<file path="config.mk">
export PLATFORM = sky130hd
export DESIGN_NAME = sbp_frame_receiver
export DESIGN_NICKNAME = d
export VERILOG_FILES = /design/src/hdl/sbp_fr_pkg.sv /design/src/hdl/sbp_frame_receiver.sv /design/src/hdl/sbp_fr_apb.sv /design/src/hdl/sbp_fr_parser.sv
export SDC_FILE = /design/constraint.sdc
export NUM_CORES = 1
export LEC_CHECK = 0
export BUFFER_PORTS_ARGS = -buffer_cell sky130_fd_sc_hd__clkbuf_2
export CORE_ASPECT_RATIO = 1.5
export CORE_MARGIN = 3
export CORE_UTILIZATION = 45
export CTS_CLUSTER_DIAMETER = 80
export DETAILED_ROUTE_END_ITERATION = 8
export GPL_TIMING_DRIVEN = 0
export PLACE_DENSITY = 0.74
export SYNTH_ARGS = -nofsm -noshare
export SYNTH_HDL_FRONTEND = slang
export SYNTH_SLANG_ARGS = --single-unit
</file>
<file path="constraint.sdc">
create_clock -name aclk -period 5.5 [get_ports aclk]
set_input_delay 0.275 -clock aclk [delete_from_list [all_inputs] [get_ports aclk]]
set_output_delay 0.275 -clock aclk [all_outputs]
set_load 0.01 [all_outputs]
</file>
<file path="src/hdl/sbp_fr_pkg.sv">
// Shared types, constants and the CRC-16 XMODEM byte update for the SBP frame receiver.
// No dependencies; used by sbp_fr_apb, sbp_fr_parser and sbp_frame_receiver.
package sbp_fr_pkg;

    // Frame counters: internal width, and the width shown on the result channel
    localparam int COUNT_WIDTH = 32;
    typedef logic [COUNT_WIDTH-1:0] count_t;
    typedef logic [31:0]            count_out_t;

    // Configuration port
    localparam int ADDR_WIDTH = 3;
    localparam int DATA_WIDTH = 32;
    typedef logic [0:0] reg_index_t;
    localparam reg_index_t REG_PREAMBLE    = 1'b0;
    localparam reg_index_t REG_SENDER_LOCK = 1'b1;

    localparam logic [7:0]  PREAMBLE_RESET    = 8'h55;
    localparam logic        SENDER_LOCK_RESET = 1'b1;

    // CRC-16 XMODEM
    localparam logic [15:0] CRC_INIT = 16'h0000;
    localparam logic [15:0] CRC_POLY = 16'h1021;

    typedef struct packed {
        logic [7:0] preamble_value;
        logic       sender_lock_enable;
    } cfg_t;

    typedef enum logic [2:0] {
        PH_HUNT    = 3'd0,
        PH_TYPE    = 3'd1,
        PH_SENDER  = 3'd2,
        PH_LENGTH  = 3'd3,
        PH_PAYLOAD = 3'd4,
        PH_CRC     = 3'd5
    } phase_t;

    typedef enum logic {
        KIND_DATA    = 1'b0,
        KIND_VERDICT = 1'b1
    } kind_t;

    typedef enum logic [1:0] {
        ST_OK              = 2'd0,
        ST_CRC_FAIL        = 2'd1,
        ST_SENDER_MISMATCH = 2'd2
    } status_t;

    typedef struct packed {
        kind_t      result_kind;
        logic [7:0] data_byte;
        logic [7:0] byte_index;
        logic [15:0] msg_type;
        logic [15:0] sender_id;
        logic [7:0] payload_length;
        status_t    frame_status;
        count_out_t good_frames;
        count_out_t failed_frames;
    } result_t;

    // One byte of CRC-16 XMODEM, MSB first
    function automatic logic [15:0] crc16_byte(input logic [15:0] crc, input logic [7:0] b);
        logic [15:0] c;
        c = crc ^ {b, 8'h00};
        for (int i = 0; i < 8; i++) begin
            if (c[15]) begin
                c = {c[14:0], 1'b0} ^ CRC_POLY;
            end else begin
                c = {c[14:0], 1'b0};
            end
        end
        return c;
    endfunction

endpackage

</file>
<file path="src/hdl/sbp_frame_receiver.sv">
// Top level of the SBP frame receiver: input register, parser, result register, APB port.
// Depends on sbp_fr_pkg, sbp_fr_apb and sbp_fr_parser.

// The receiver takes one serial byte per request on the s_ channel and sustains one byte
// per clock cycle. A byte sits in the input register while the parser steps its phase
// machine and CRC-16 XMODEM (polynomial 0x1021, initial value 0) over it, and the result,
// if the byte causes one, passes from the input register into the result register, where
// m_valid rises. The rate is set by the parser's combinational phase and CRC update; the
// input register can still take a byte while a finished result waits on m_ready, and the
// input stage stalls only when both the result register and the input register are full
// and m_ready is low. Frames start at a byte
// equal to preamble_value (register 0, reset 0x55) and carry little-endian type and sender
// id, a length byte, the payload and a little-endian CRC. Each payload byte comes out as a
// data result with its index; each frame ends in one verdict: CRC ok, CRC fail, or sender
// mismatch. With sender_lock_enable (register 1, reset 1) set, a frame whose sender id
// differs from the one latched on the first good frame is dropped right after its id.
// The good and failed frame counts wrap. Write the registers only while the block is idle.
module sbp_frame_receiver (
    input  logic                              aclk,
    input  logic                              aresetn,
    // byte requests
    input  logic                              s_valid,
    output logic                              s_ready,
    input  logic [7:0]                        s_rx_byte,
    // results
    output logic                              m_valid,
    input  logic                              m_ready,
    output logic                              m_result_kind,
    output logic [7:0]                        m_data_byte,
    output logic [7:0]                        m_byte_index,
    output logic [15:0]                       m_msg_type,
    output logic [15:0]                       m_sender_id,
    output logic [7:0]                        m_payload_length,
    output logic [1:0]                        m_frame_status,
    output logic [31:0]                       m_good_frames,
    output logic [31:0]                       m_failed_frames,
    // configuration
    input  logic                              psel,
    input  logic                              penable,
    input  logic                              pwrite,
    input  logic [sbp_fr_pkg::ADDR_WIDTH-1:0] paddr,
    input  logic [sbp_fr_pkg::DATA_WIDTH-1:0] pwdata,
    output logic [sbp_fr_pkg::DATA_WIDTH-1:0] prdata,
    output logic                              pready
);

    sbp_fr_pkg::cfg_t    cfg;
    sbp_fr_pkg::result_t res;
    sbp_fr_pkg::result_t result_reg;
    logic                res_valid;
    logic                in_valid_reg;
    logic [7:0]          in_byte_reg;
    logic                m_valid_reg;
    logic                advance;
    logic                fire;

    sbp_fr_apb u_apb (
        .aclk    (aclk),
        .aresetn (aresetn),
        .psel    (psel),
        .penable (penable),
        .pwrite  (pwrite),
        .paddr   (paddr),
        .pwdata  (pwdata),
        .prdata  (prdata),
        .pready  (pready),
        .cfg     (cfg)
    );

    // The result slot is free when empty or being drained this cycle
    assign advance = !m_valid_reg || m_ready;
    // Process the held byte whenever its result (if any) has somewhere to go
    assign fire    = in_valid_reg && advance;
    // Take a new request when the input register is empty or moves on this cycle
    assign s_ready = !in_valid_reg || advance;

    // Input register: hold the byte until the parser takes it
    always_ff @(posedge aclk) begin
        if (!aresetn) begin
            in_valid_reg <= 1'b0;
        end else if (s_valid && s_ready) begin
            in_valid_reg <= 1'b1;
        end else if (fire) begin
            in_valid_reg <= 1'b0;
        end
    end

    always_ff @(posedge aclk) begin
        if (s_valid && s_ready) begin
            in_byte_reg <= s_rx_byte;
        end
    end

    sbp_fr_parser u_parser (
        .aclk      (aclk),
        .aresetn   (aresetn),
        .cfg       (cfg),
        .fire      (fire),
        .rx_byte   (in_byte_reg),
        .res_valid (res_valid),
        .res       (res)
    );

    // Result register: load on advance, drop the valid flag for bytes without a result
    always_ff @(posedge aclk) begin
        if (!aresetn) begin
            m_valid_reg <= 1'b0;
        end else if (advance) begin
            m_valid_reg <= fire && res_valid;
        end
    end

    always_ff @(posedge aclk) begin
        if (advance) begin
            result_reg <= res;
        end
    end

    assign m_valid          = m_valid_reg;
    assign m_result_kind    = result_reg.result_kind;
    assign m_data_byte      = result_reg.data_byte;
    assign m_byte_index     = result_reg.byte_index;
    assign m_msg_type       = result_reg.msg_type;
    assign m_sender_id      = result_reg.sender_id;
    assign m_payload_length = result_reg.payload_length;
    assign m_frame_status   = result_reg.frame_status;
    assign m_good_frames    = result_reg.good_frames;
    assign m_failed_frames  = result_reg.failed_frames;

`ifndef SYNTHESIS
    // An empty result slot never blocks the input side
    assert property (@(posedge aclk) disable iff (!aresetn)
        !m_valid_reg |-> s_ready)
        else $error("s_ready low while result register is empty");

    // A held byte that cannot move stays put
    assert property (@(posedge aclk) disable iff (!aresetn)
        in_valid_reg && !advance |=> in_valid_reg && $stable(in_byte_reg))
        else $error("input register lost or changed a stalled byte");

    // Payload data results never carry a failure status
    assert property (@(posedge aclk) disable iff (!aresetn)
        m_valid_reg && (result_reg.result_kind == sbp_fr_pkg::KIND_DATA)
            |-> (result_reg.frame_status == sbp_fr_pkg::ST_OK))
        else $error("payload byte result with nonzero status");
`endif

endmodule

</file>
<file path="src/hdl/sbp_fr_apb.sv">
// APB-style configuration registers of the SBP frame receiver (preamble, sender lock).
// Depends on sbp_fr_pkg.
module sbp_fr_apb (
    input  logic                              aclk,
    input  logic                              aresetn,
    input  logic                              psel,
    input  logic                              penable,
    input  logic                              pwrite,
    input  logic [sbp_fr_pkg::ADDR_WIDTH-1:0] paddr,
    input  logic [sbp_fr_pkg::DATA_WIDTH-1:0] pwdata,
    output logic [sbp_fr_pkg::DATA_WIDTH-1:0] prdata,
    output logic                              pready,
    output sbp_fr_pkg::cfg_t                  cfg
);

    sbp_fr_pkg::cfg_t       cfg_reg;
    sbp_fr_pkg::reg_index_t index;
    logic                   wr_en;

    assign pready = 1'b1;
    assign index  = paddr[2];
    assign wr_en  = psel && penable && pwrite && pready;

    always_ff @(posedge aclk) begin
        if (!aresetn) begin
            cfg_reg.preamble_value     <= sbp_fr_pkg::PREAMBLE_RESET;
            cfg_reg.sender_lock_enable <= sbp_fr_pkg::SENDER_LOCK_RESET;
        end else if (wr_en) begin
            unique case (index)
                sbp_fr_pkg::REG_PREAMBLE:    cfg_reg.preamble_value     <= pwdata[7:0];
                sbp_fr_pkg::REG_SENDER_LOCK: cfg_reg.sender_lock_enable <= pwdata[0];
                default: ;
            endcase
        end
    end

    always_comb begin
        prdata = '0;
        unique case (index)
            sbp_fr_pkg::REG_PREAMBLE:    prdata[7:0] = cfg_reg.preamble_value;
            sbp_fr_pkg::REG_SENDER_LOCK: prdata[0]   = cfg_reg.sender_lock_enable;
            default: prdata = '0;
        endcase
    end

    assign cfg = cfg_reg;

endmodule

</file>
<file path="src/hdl/sbp_fr_parser.sv">
// Frame parser of the SBP frame receiver: phase machine, CRC, header fields and counters.
// Takes one byte per fire and gives at most one result; depends on sbp_fr_pkg.
module sbp_fr_parser (
    input  logic                  aclk,
    input  logic                  aresetn,
    input  sbp_fr_pkg::cfg_t      cfg,
    input  logic                  fire,
    input  logic [7:0]            rx_byte,
    output logic                  res_valid,
    output sbp_fr_pkg::result_t   res
);

    sbp_fr_pkg::phase_t phase_reg, phase_next;
    logic [7:0]          byte_count_reg, byte_count_next;
    logic [15:0]         running_crc_reg, running_crc_next;
    logic [15:0]         type_reg, type_next;
    logic [15:0]         sender_reg, sender_next;
    logic [7:0]          length_reg, length_next;
    logic [15:0]         received_crc_reg, received_crc_next;
    logic [15:0]         known_sender_reg, known_sender_next;
    logic                known_valid_reg, known_valid_next;
    sbp_fr_pkg::count_t  good_count_reg, good_count_next;
    sbp_fr_pkg::count_t  fail_count_reg, fail_count_next;

    logic [15:0]         crc_upd;
    logic [15:0]         sender_full;
    logic [15:0]         rx_crc_full;
    logic [7:0]          count_inc;
    logic                mismatch;
    logic                crc_ok;

    sbp_fr_pkg::kind_t   r_kind;
    logic [7:0]          r_data;
    logic [7:0]          r_index;
    logic [7:0]          r_length;
    sbp_fr_pkg::status_t r_status;

    assign crc_upd     = sbp_fr_pkg::crc16_byte(running_crc_reg, rx_byte);
    assign sender_full = {rx_byte, sender_reg[7:0]};
    assign rx_crc_full = {rx_byte, received_crc_reg[7:0]};
    assign count_inc   = byte_count_reg + 8'd1;
    assign mismatch    = known_valid_reg && cfg.sender_lock_enable
                         && (sender_full != known_sender_reg);
    assign crc_ok      = (rx_crc_full == running_crc_reg);

    // Next phase
    always_comb begin
        phase_next = phase_reg;
        unique case (phase_reg)
            sbp_fr_pkg::PH_TYPE: begin
                if (byte_count_reg != 8'd0) phase_next = sbp_fr_pkg::PH_SENDER;
            end
            sbp_fr_pkg::PH_SENDER: begin
                if (byte_count_reg != 8'd0) begin
                    phase_next = mismatch ? sbp_fr_pkg::PH_HUNT : sbp_fr_pkg::PH_LENGTH;
                end
            end
            sbp_fr_pkg::PH_LENGTH: begin
                phase_next = (rx_byte == 8'd0) ? sbp_fr_pkg::PH_CRC : sbp_fr_pkg::PH_PAYLOAD;
            end
            sbp_fr_pkg::PH_PAYLOAD: begin
                if (count_inc == length_reg) phase_next = sbp_fr_pkg::PH_CRC;
            end
            sbp_fr_pkg::PH_CRC: begin
                if (byte_count_reg != 8'd0) phase_next = sbp_fr_pkg::PH_HUNT;
            end
            default: begin
                phase_next = (rx_byte == cfg.preamble_value) ? sbp_fr_pkg::PH_TYPE
                                                             : sbp_fr_pkg::PH_HUNT;
            end
        endcase
    end

    // Datapath and result
    always_comb begin
        byte_count_next   = byte_count_reg;
        running_crc_next  = running_crc_reg;
        type_next         = type_reg;
        sender_next       = sender_reg;
        length_next       = length_reg;
        received_crc_next = received_crc_reg;
        known_sender_next = known_sender_reg;
        known_valid_next  = known_valid_reg;
        good_count_next   = good_count_reg;
        fail_count_next   = fail_count_reg;
        res_valid         = 1'b0;
        r_kind            = sbp_fr_pkg::KIND_DATA;
        r_data            = 8'd0;
        r_index           = 8'd0;
        r_length          = 8'd0;
        r_status          = sbp_fr_pkg::ST_OK;

        unique case (phase_reg)
            sbp_fr_pkg::PH_TYPE: begin
                running_crc_next = crc_upd;
                if (byte_count_reg == 8'd0) begin
                    type_next       = {8'd0, rx_byte};
                    byte_count_next = 8'd1;
                end else begin
                    type_next       = {rx_byte, type_reg[7:0]};
                    byte_count_next = 8'd0;
                end
            end
            sbp_fr_pkg::PH_SENDER: begin
                running_crc_next = crc_upd;
                if (byte_count_reg == 8'd0) begin
                    sender_next     = {8'd0, rx_byte};
                    byte_count_next = 8'd1;
                end else begin
                    sender_next     = sender_full;
                    byte_count_next = 8'd0;
                    if (mismatch) begin
                        res_valid = 1'b1;
                        r_kind    = sbp_fr_pkg::KIND_VERDICT;
                        r_status  = sbp_fr_pkg::ST_SENDER_MISMATCH;
                    end
                end
            end
            sbp_fr_pkg::PH_LENGTH: begin
                running_crc_next = crc_upd;
                length_next      = rx_byte;
                byte_count_next  = 8'd0;
            end
            sbp_fr_pkg::PH_PAYLOAD: begin
                running_crc_next = crc_upd;
                byte_count_next  = (count_inc == length_reg) ? 8'd0 : count_inc;
                res_valid        = 1'b1;
                r_data           = rx_byte;
                r_index          = byte_count_reg;
                r_length         = length_reg;
            end
            sbp_fr_pkg::PH_CRC: begin
                if (byte_count_reg == 8'd0) begin
                    received_crc_next = {8'd0, rx_byte};
                    byte_count_next   = 8'd1;
                end else begin
                    received_crc_next = rx_crc_full;
                    byte_count_next   = 8'd0;
                    res_valid         = 1'b1;
                    r_kind            = sbp_fr_pkg::KIND_VERDICT;
                    r_length          = length_reg;
                    if (crc_ok) begin
                        good_count_next = good_count_reg + sbp_fr_pkg::count_t'(1);
                        if (!known_valid_reg) begin
                            known_sender_next = sender_reg;
                            known_valid_next  = 1'b1;
                        end
                    end else begin
                        fail_count_next = fail_count_reg + sbp_fr_pkg::count_t'(1);
                        r_status        = sbp_fr_pkg::ST_CRC_FAIL;
                    end
                end
            end
            default: begin
                if (rx_byte == cfg.preamble_value) begin
                    byte_count_next   = 8'd0;
                    running_crc_next  = sbp_fr_pkg::CRC_INIT;
                    type_next         = 16'd0;
                    sender_next       = 16'd0;
                    length_next       = 8'd0;
                    received_crc_next = 16'd0;
                end
            end
        endcase

        res.result_kind    = r_kind;
        res.data_byte      = r_data;
        res.byte_index     = r_index;
        res.msg_type       = type_next;
        res.sender_id      = sender_next;
        res.payload_length = r_length;
        res.frame_status   = r_status;
        res.good_frames    = sbp_fr_pkg::count_out_t'(good_count_next);
        res.failed_frames  = sbp_fr_pkg::count_out_t'(fail_count_next);
    end

    always_ff @(posedge aclk) begin
        if (!aresetn) begin
            phase_reg        <= sbp_fr_pkg::PH_HUNT;
            byte_count_reg   <= 8'd0;
            running_crc_reg  <= sbp_fr_pkg::CRC_INIT;
            type_reg         <= 16'd0;
            sender_reg       <= 16'd0;
            length_reg       <= 8'd0;
            received_crc_reg <= 16'd0;
            known_sender_reg <= 16'd0;
            known_valid_reg  <= 1'b0;
            good_count_reg   <= '0;
            fail_count_reg   <= '0;
        end else if (fire) begin
            phase_reg        <= phase_next;
            byte_count_reg   <= byte_count_next;
            running_crc_reg  <= running_crc_next;
            type_reg         <= type_next;
            sender_reg       <= sender_next;
            length_reg       <= length_next;
            received_crc_reg <= received_crc_next;
            known_sender_reg <= known_sender_next;
            known_valid_reg  <= known_valid_next;
            good_count_reg   <= good_count_next;
            fail_count_reg   <= fail_count_next;
        end
    end

endmodule

</file>
Word level (Yosys, flattened, before mapping)
Index checks and enable logic that the tools add are counted.

word-level totals
  output and inout port bits = 158
  register bits = 298
  logic and storage cells = 143
  input port bits = 50

cells by class
  bitwise operators = 15
  add/sub/neg operators = 3
  equal/unequal tests = 14
  reductions and logical operators = 33
  muxes and demuxes = 53

operators by type and width
  kind                   number
  $mux 32                6
  $mux 13                8
  $pmux 16 s2            3
  $mux 16                5
  $add 32x1->32 const B  2
  $pmux 8 s2             3
  $mux 8                 4
  $not 3->3              8
  $pmux 8 s3             1
  $eq 16x16->1           1
  $eq 8x8->1             2
  $logic_not 8->1        2
  $ne 16x16->1           1
  $reduce_or 4->1        4
  $xor 16x16->16         1
  $pmux 3 s5             1
  $mux 3                 4
  $ne 2x1->1 const B     5
  $reduce_and 5->1       2
  $mux 1                 9
  $add 8x1->8 const B    1
  $mux 2                 4
  $reduce_and 4->1       2
  $reduce_bool 2->1      4
  other kinds (16)       35

Depth between registers and ports, before layout
  depth in word-level cells = 18
  mapped depth = 10
  mapped depth without buffers = 8

By module
From an unflattened synthesis, not the netlist that was laid out.

second synthesis, totals
  cell total of the unflattened synthesis = 1373
  area, all modules = 14002.2 um2

modules (own cells, without submodules)
  module              cells each  area each (um2)  sequential area each (um2)  instances
  sbp_fr_parser       1155        9313.9           3123.0                      1
  sbp_frame_receiver  143         4042.6           3973.8                      1
  sbp_fr_apb          75          645.6            180.2                       1

Worst setup path after synthesis
No wires, ideal clock.

  path type = flip-flop to flip-flop
  start = reg m_valid_reg, in the netlist m_valid
  end = reg u_parser.known_sender_reg[10]
  setup time = 0.128 ns
  stages on the path, launching flop included = 9
  path buffers = 2
  required time = 5.372 ns
  data arrival time = 4.720 ns
  period minus slack after synthesis = 4.847 ns
  setup slack = 0.653 ns
  path through = dfxtp_1 -> nor2b_1 -> inv_1 -> nand2_1 -> or4_1 -> buf_2 -> buf_6 -> mux2i_1 -> nor2_1

on the way
  longest elaborated chain between the ends = 4

ends and longest elaborated chain
  what                               line                       RTL
  from (decl)                        sbp_frame_receiver.sv:53   logic m_valid_reg;
  from (signal assigned)             sbp_frame_receiver.sv:109  m_valid_reg <= fire && res_valid;
  $logic_not 1->1                    sbp_frame_receiver.sv:71   assign advance = !m_valid_reg || m_ready;
  $logic_or 1x1->1                   sbp_frame_receiver.sv:71
  via advance                        sbp_frame_receiver.sv:54   logic advance;
  $logic_and 1x1->1                  sbp_frame_receiver.sv:73   assign fire = in_valid_reg && advance;
  $reduce_and 5->1 (no source line)  n/a
  to (signal assigned)               sbp_fr_parser.sv:198       known_sender_reg <= known_sender_next;
  to (decl)                          sbp_fr_parser.sv:20        logic [15:0] known_sender_reg, known_sender_next;

The timed path passes the listed nets, and every way through them passes these cells.
A chain may end at the register's enable or synchronous reset.

Worst setup path in the final report
  start = reg m_valid_reg, in the netlist m_valid
  end = reg u_parser.good_count_reg[0]

on the way
  longest elaborated chain between the ends = 3

ends and longest elaborated chain
  what                  line                      RTL
  $logic_not 1->1       sbp_frame_receiver.sv:71
  $logic_or 1x1->1      sbp_frame_receiver.sv:71
  via advance           sbp_frame_receiver.sv:54
  $logic_and 1x1->1     sbp_frame_receiver.sv:73
  to (signal assigned)  sbp_fr_parser.sv:200      good_count_reg <= good_count_next;
  to (decl)             sbp_fr_parser.sv:22       sbp_fr_pkg::count_t good_count_reg, good_count_next;

The timed path passes the listed nets, and every way through them passes these cells.

==> reports/metrics.yaml <==
reg2reg_depth: 9
min_path_type: "input port to flip-flop"
fmaxAchievable_mhz: 327
die_h_um: 219
synthDistinctLibCells: 66
yosysMostFrequentCell: "dfxtp_1"
crit_end: "u_parser.good_count_reg[0]"
finalHoldViolCount: 0
dieArea_um2: 32400
avgSynthCellArea_um2: 10.3
seq_area_frac_synth_pct: 53.5
drt-pass1-iter-count: 5
cap_violations: 0
synth_ff_type: "dfxtp_1"
synth_top_area_share_pct: 28.9
synth_warnings: 0
drt-total-wl_um: 35700
synthTopCellsByCount: "167 x dfxtp_1, 145 x nand2_1, 131 x edfxtp_1"
post_cts_resize_count: 0
grt_antenna_before_repair: 0
r2r_slack_ps: 2440
clkLatencyLatePin_ps: 580
cts_made_buffers: 28
hold_slack_ps: 66.2
power.total_mw: 4.47
post-route-period-util_pct: 55.7
ys_ff_latch: 298
min_period_ps: 3060
crit_required_ps: 5920
status: "finished clean"
worstPathArrival_ps: 3480
place.gp.congestion: 0.910
start_util_pct: 45.9
yosys-top-cells-area: "edfxtp_1 29%, dfxtp_1 25%, xor2_1 5.6%, xnor2_1 5.3%, nand2_1 4.0%"
nets: 1604
tns_ps: 0
vias: 10800
synth_enable_flop_cells: 131
route.detailed.drc: 0
cts_root_buf: "clkbuf_16"
synth_area_um2: 13600
crit_fanout: 56
grt_usage_pct: 21.6
io_pins: 208
cts_tree: "done"
drtIter0Drc: 693
power_density_nw_per_um2: 278
cp-startpoint: "m_valid"
synth-async-reset-ratio_pct: 0
syn2layout_area_growth_pct: 18.2
fp.dieW_um: 148
path_class: "flip-flop to flip-flop"
post-dp-hpwl_um: 25300
grt_pass1_wl_um: 55900
leakage_nw: 6.61
overflow: 0
cts.sink_count: 298
setup_viol: 0
synth.largest_area_cell: "edfxtp_1"
grt_max_degree: 73
syn_inst: 1324
h-tree-depth: 1
drive_above_1_share_pct: 17.9
portBuffers: 155
r2r_end: "u_parser.good_count_reg[0]"
final_max_slew_viol_count: 0
grt_pass1_vias: 10500
coreArea_um2: 29700
rr_startpoint: "m_valid"
max_slew.worst_pin.slew_ps: 869
num_antenna_cells: 0
ant_nets: 0
wl_per_cell_um: 18.2
fin_worst_skew_ps: 24.3
endpoint_kind: "flip-flop"
rsz0062_at_grt: "false"
relSlewSlack_pct: 42.0
irDropWorstVdd_v: 0.000205
via_per_inst: 5.47
rows: 77
worst_setup_path_start_kind: "flip-flop"
clk_pin_slew_ps: 60
cts.path.max_buffers: 3
[kinds of logic (layout without fill, tap and decap cells)]
group,Yosys count,in the layout,synth area share (%)
AND/OR/NAND/NOR,526,526,19.4
flip-flops,298,298,53.5
AO/OA/AOI/OAI,184,184,9.48
XOR/XNOR,174,174,11.4
buffers and inverters,114,339,4.17
other,2,25,0.0552
adder cells (fa/ha/maj),4,4,0.368
multiplexers,22,22,1.64
[worst max-delay path, cell delays in order, from the launching register on]
cell	delay, ps
dfxtp_1	310
nor2b_1	190
inv_6	390
and2_1	190
clkbuf_1	540
nand2_1	470
clkbuf_1	360
nor2_1	260
xnor2_1	150
nor2_1	60
[final cells by class]
class / count / area (um2)
clock inverter: 20 / 180
sequential: 298 / 7280
inverter: 14 / 57.6
multi-input combinational: 935 / 5850
fill: 2655 / 13600
buffer: 100 / 515
tap: 395 / 494
clock buffer: 32 / 737
timing repair buffer: 173 / 973
[metal layers]
metal	GRT usage [%]	share of wire [%]
met1	24.3	37
met2	39.1	51
met5	0	0
met3	3.47	6.5
met4	11.1	5.5
[where the power goes]
group / internal (mW) / total, mW / switching, mW
clock: 1.07 / 1.95 / 0.880
sequential: 2.30 / 2.31 / 0.00804
combinational: 0.0729 / 0.218 / 0.145
total: 3.44 / 4.47 / 1.03
[what timing repair did]
action	4_1_cts	5_1_grt
buffers inserted	0	0
hold buffers	17	0
endpoints found under the hold margin	18	0
[worst min-delay path by stage]
| stage | depth (start not counted) | endpoint | start | slack [ps] |
|---|---|---|---|---|
| 6_report | 4 | u_apb.cfg[0] | pwrite | 70 |
| 5_1_grt | 4 | u_apb.cfg[0] | penable | 60 |
| 4_1_cts | 4 | u_apb.cfg[0] | pwrite | 40 |
| 3_5_place_dp | 2 | u_parser.type_reg[0] | u_parser.type_reg[0] | 450 |
| 3_3_place_gp | 2 | u_parser.type_reg[6] | u_parser.type_reg[6] | 440 |
| 2_1_floorplan | 0 | in_byte_reg[0] | s_rx_byte[0] | 370 |
[cell usage in the layout, fill, tap and decap left out, drive strengths merged, types with 4 or more instances in the layout]
cell type and instances:
and4 4, nand4 32, nor2b 16, or2 10
nand2 145, or4 5, inv 15, a22oi 17
dfxtp 167, clkbuf 237, o2bb2ai 9, clkinvlp 7
edfxtp 131, conb 25, a32o 6, xnor2 87
and2 6, a22o 36, nand2b 5, buf 51
or3 21, clkinv 10, nor2 129, nor4 24
xor2 87, nor3 45, dlygate4sd3 17, mux2i 20
nand3 43, o22ai 34, and3 30, ha 4
a21oi 40, o21ai 19
[through the flow]
stage          std cells  utilization, %  worst slack (ps)  cell area, um2
2_1_floorplan       1347               -               653           13700
3_3_place_gp        1897            50.4             -1190           15000
3_5_place_dp        1898            50.6              2420           15000
4_1_cts             1967            54.2              2440           16100
5_1_grt             1967            54.2              2180           16100
6_report            1967            54.2              2440           16100
(Power assumes the default switching activity.)
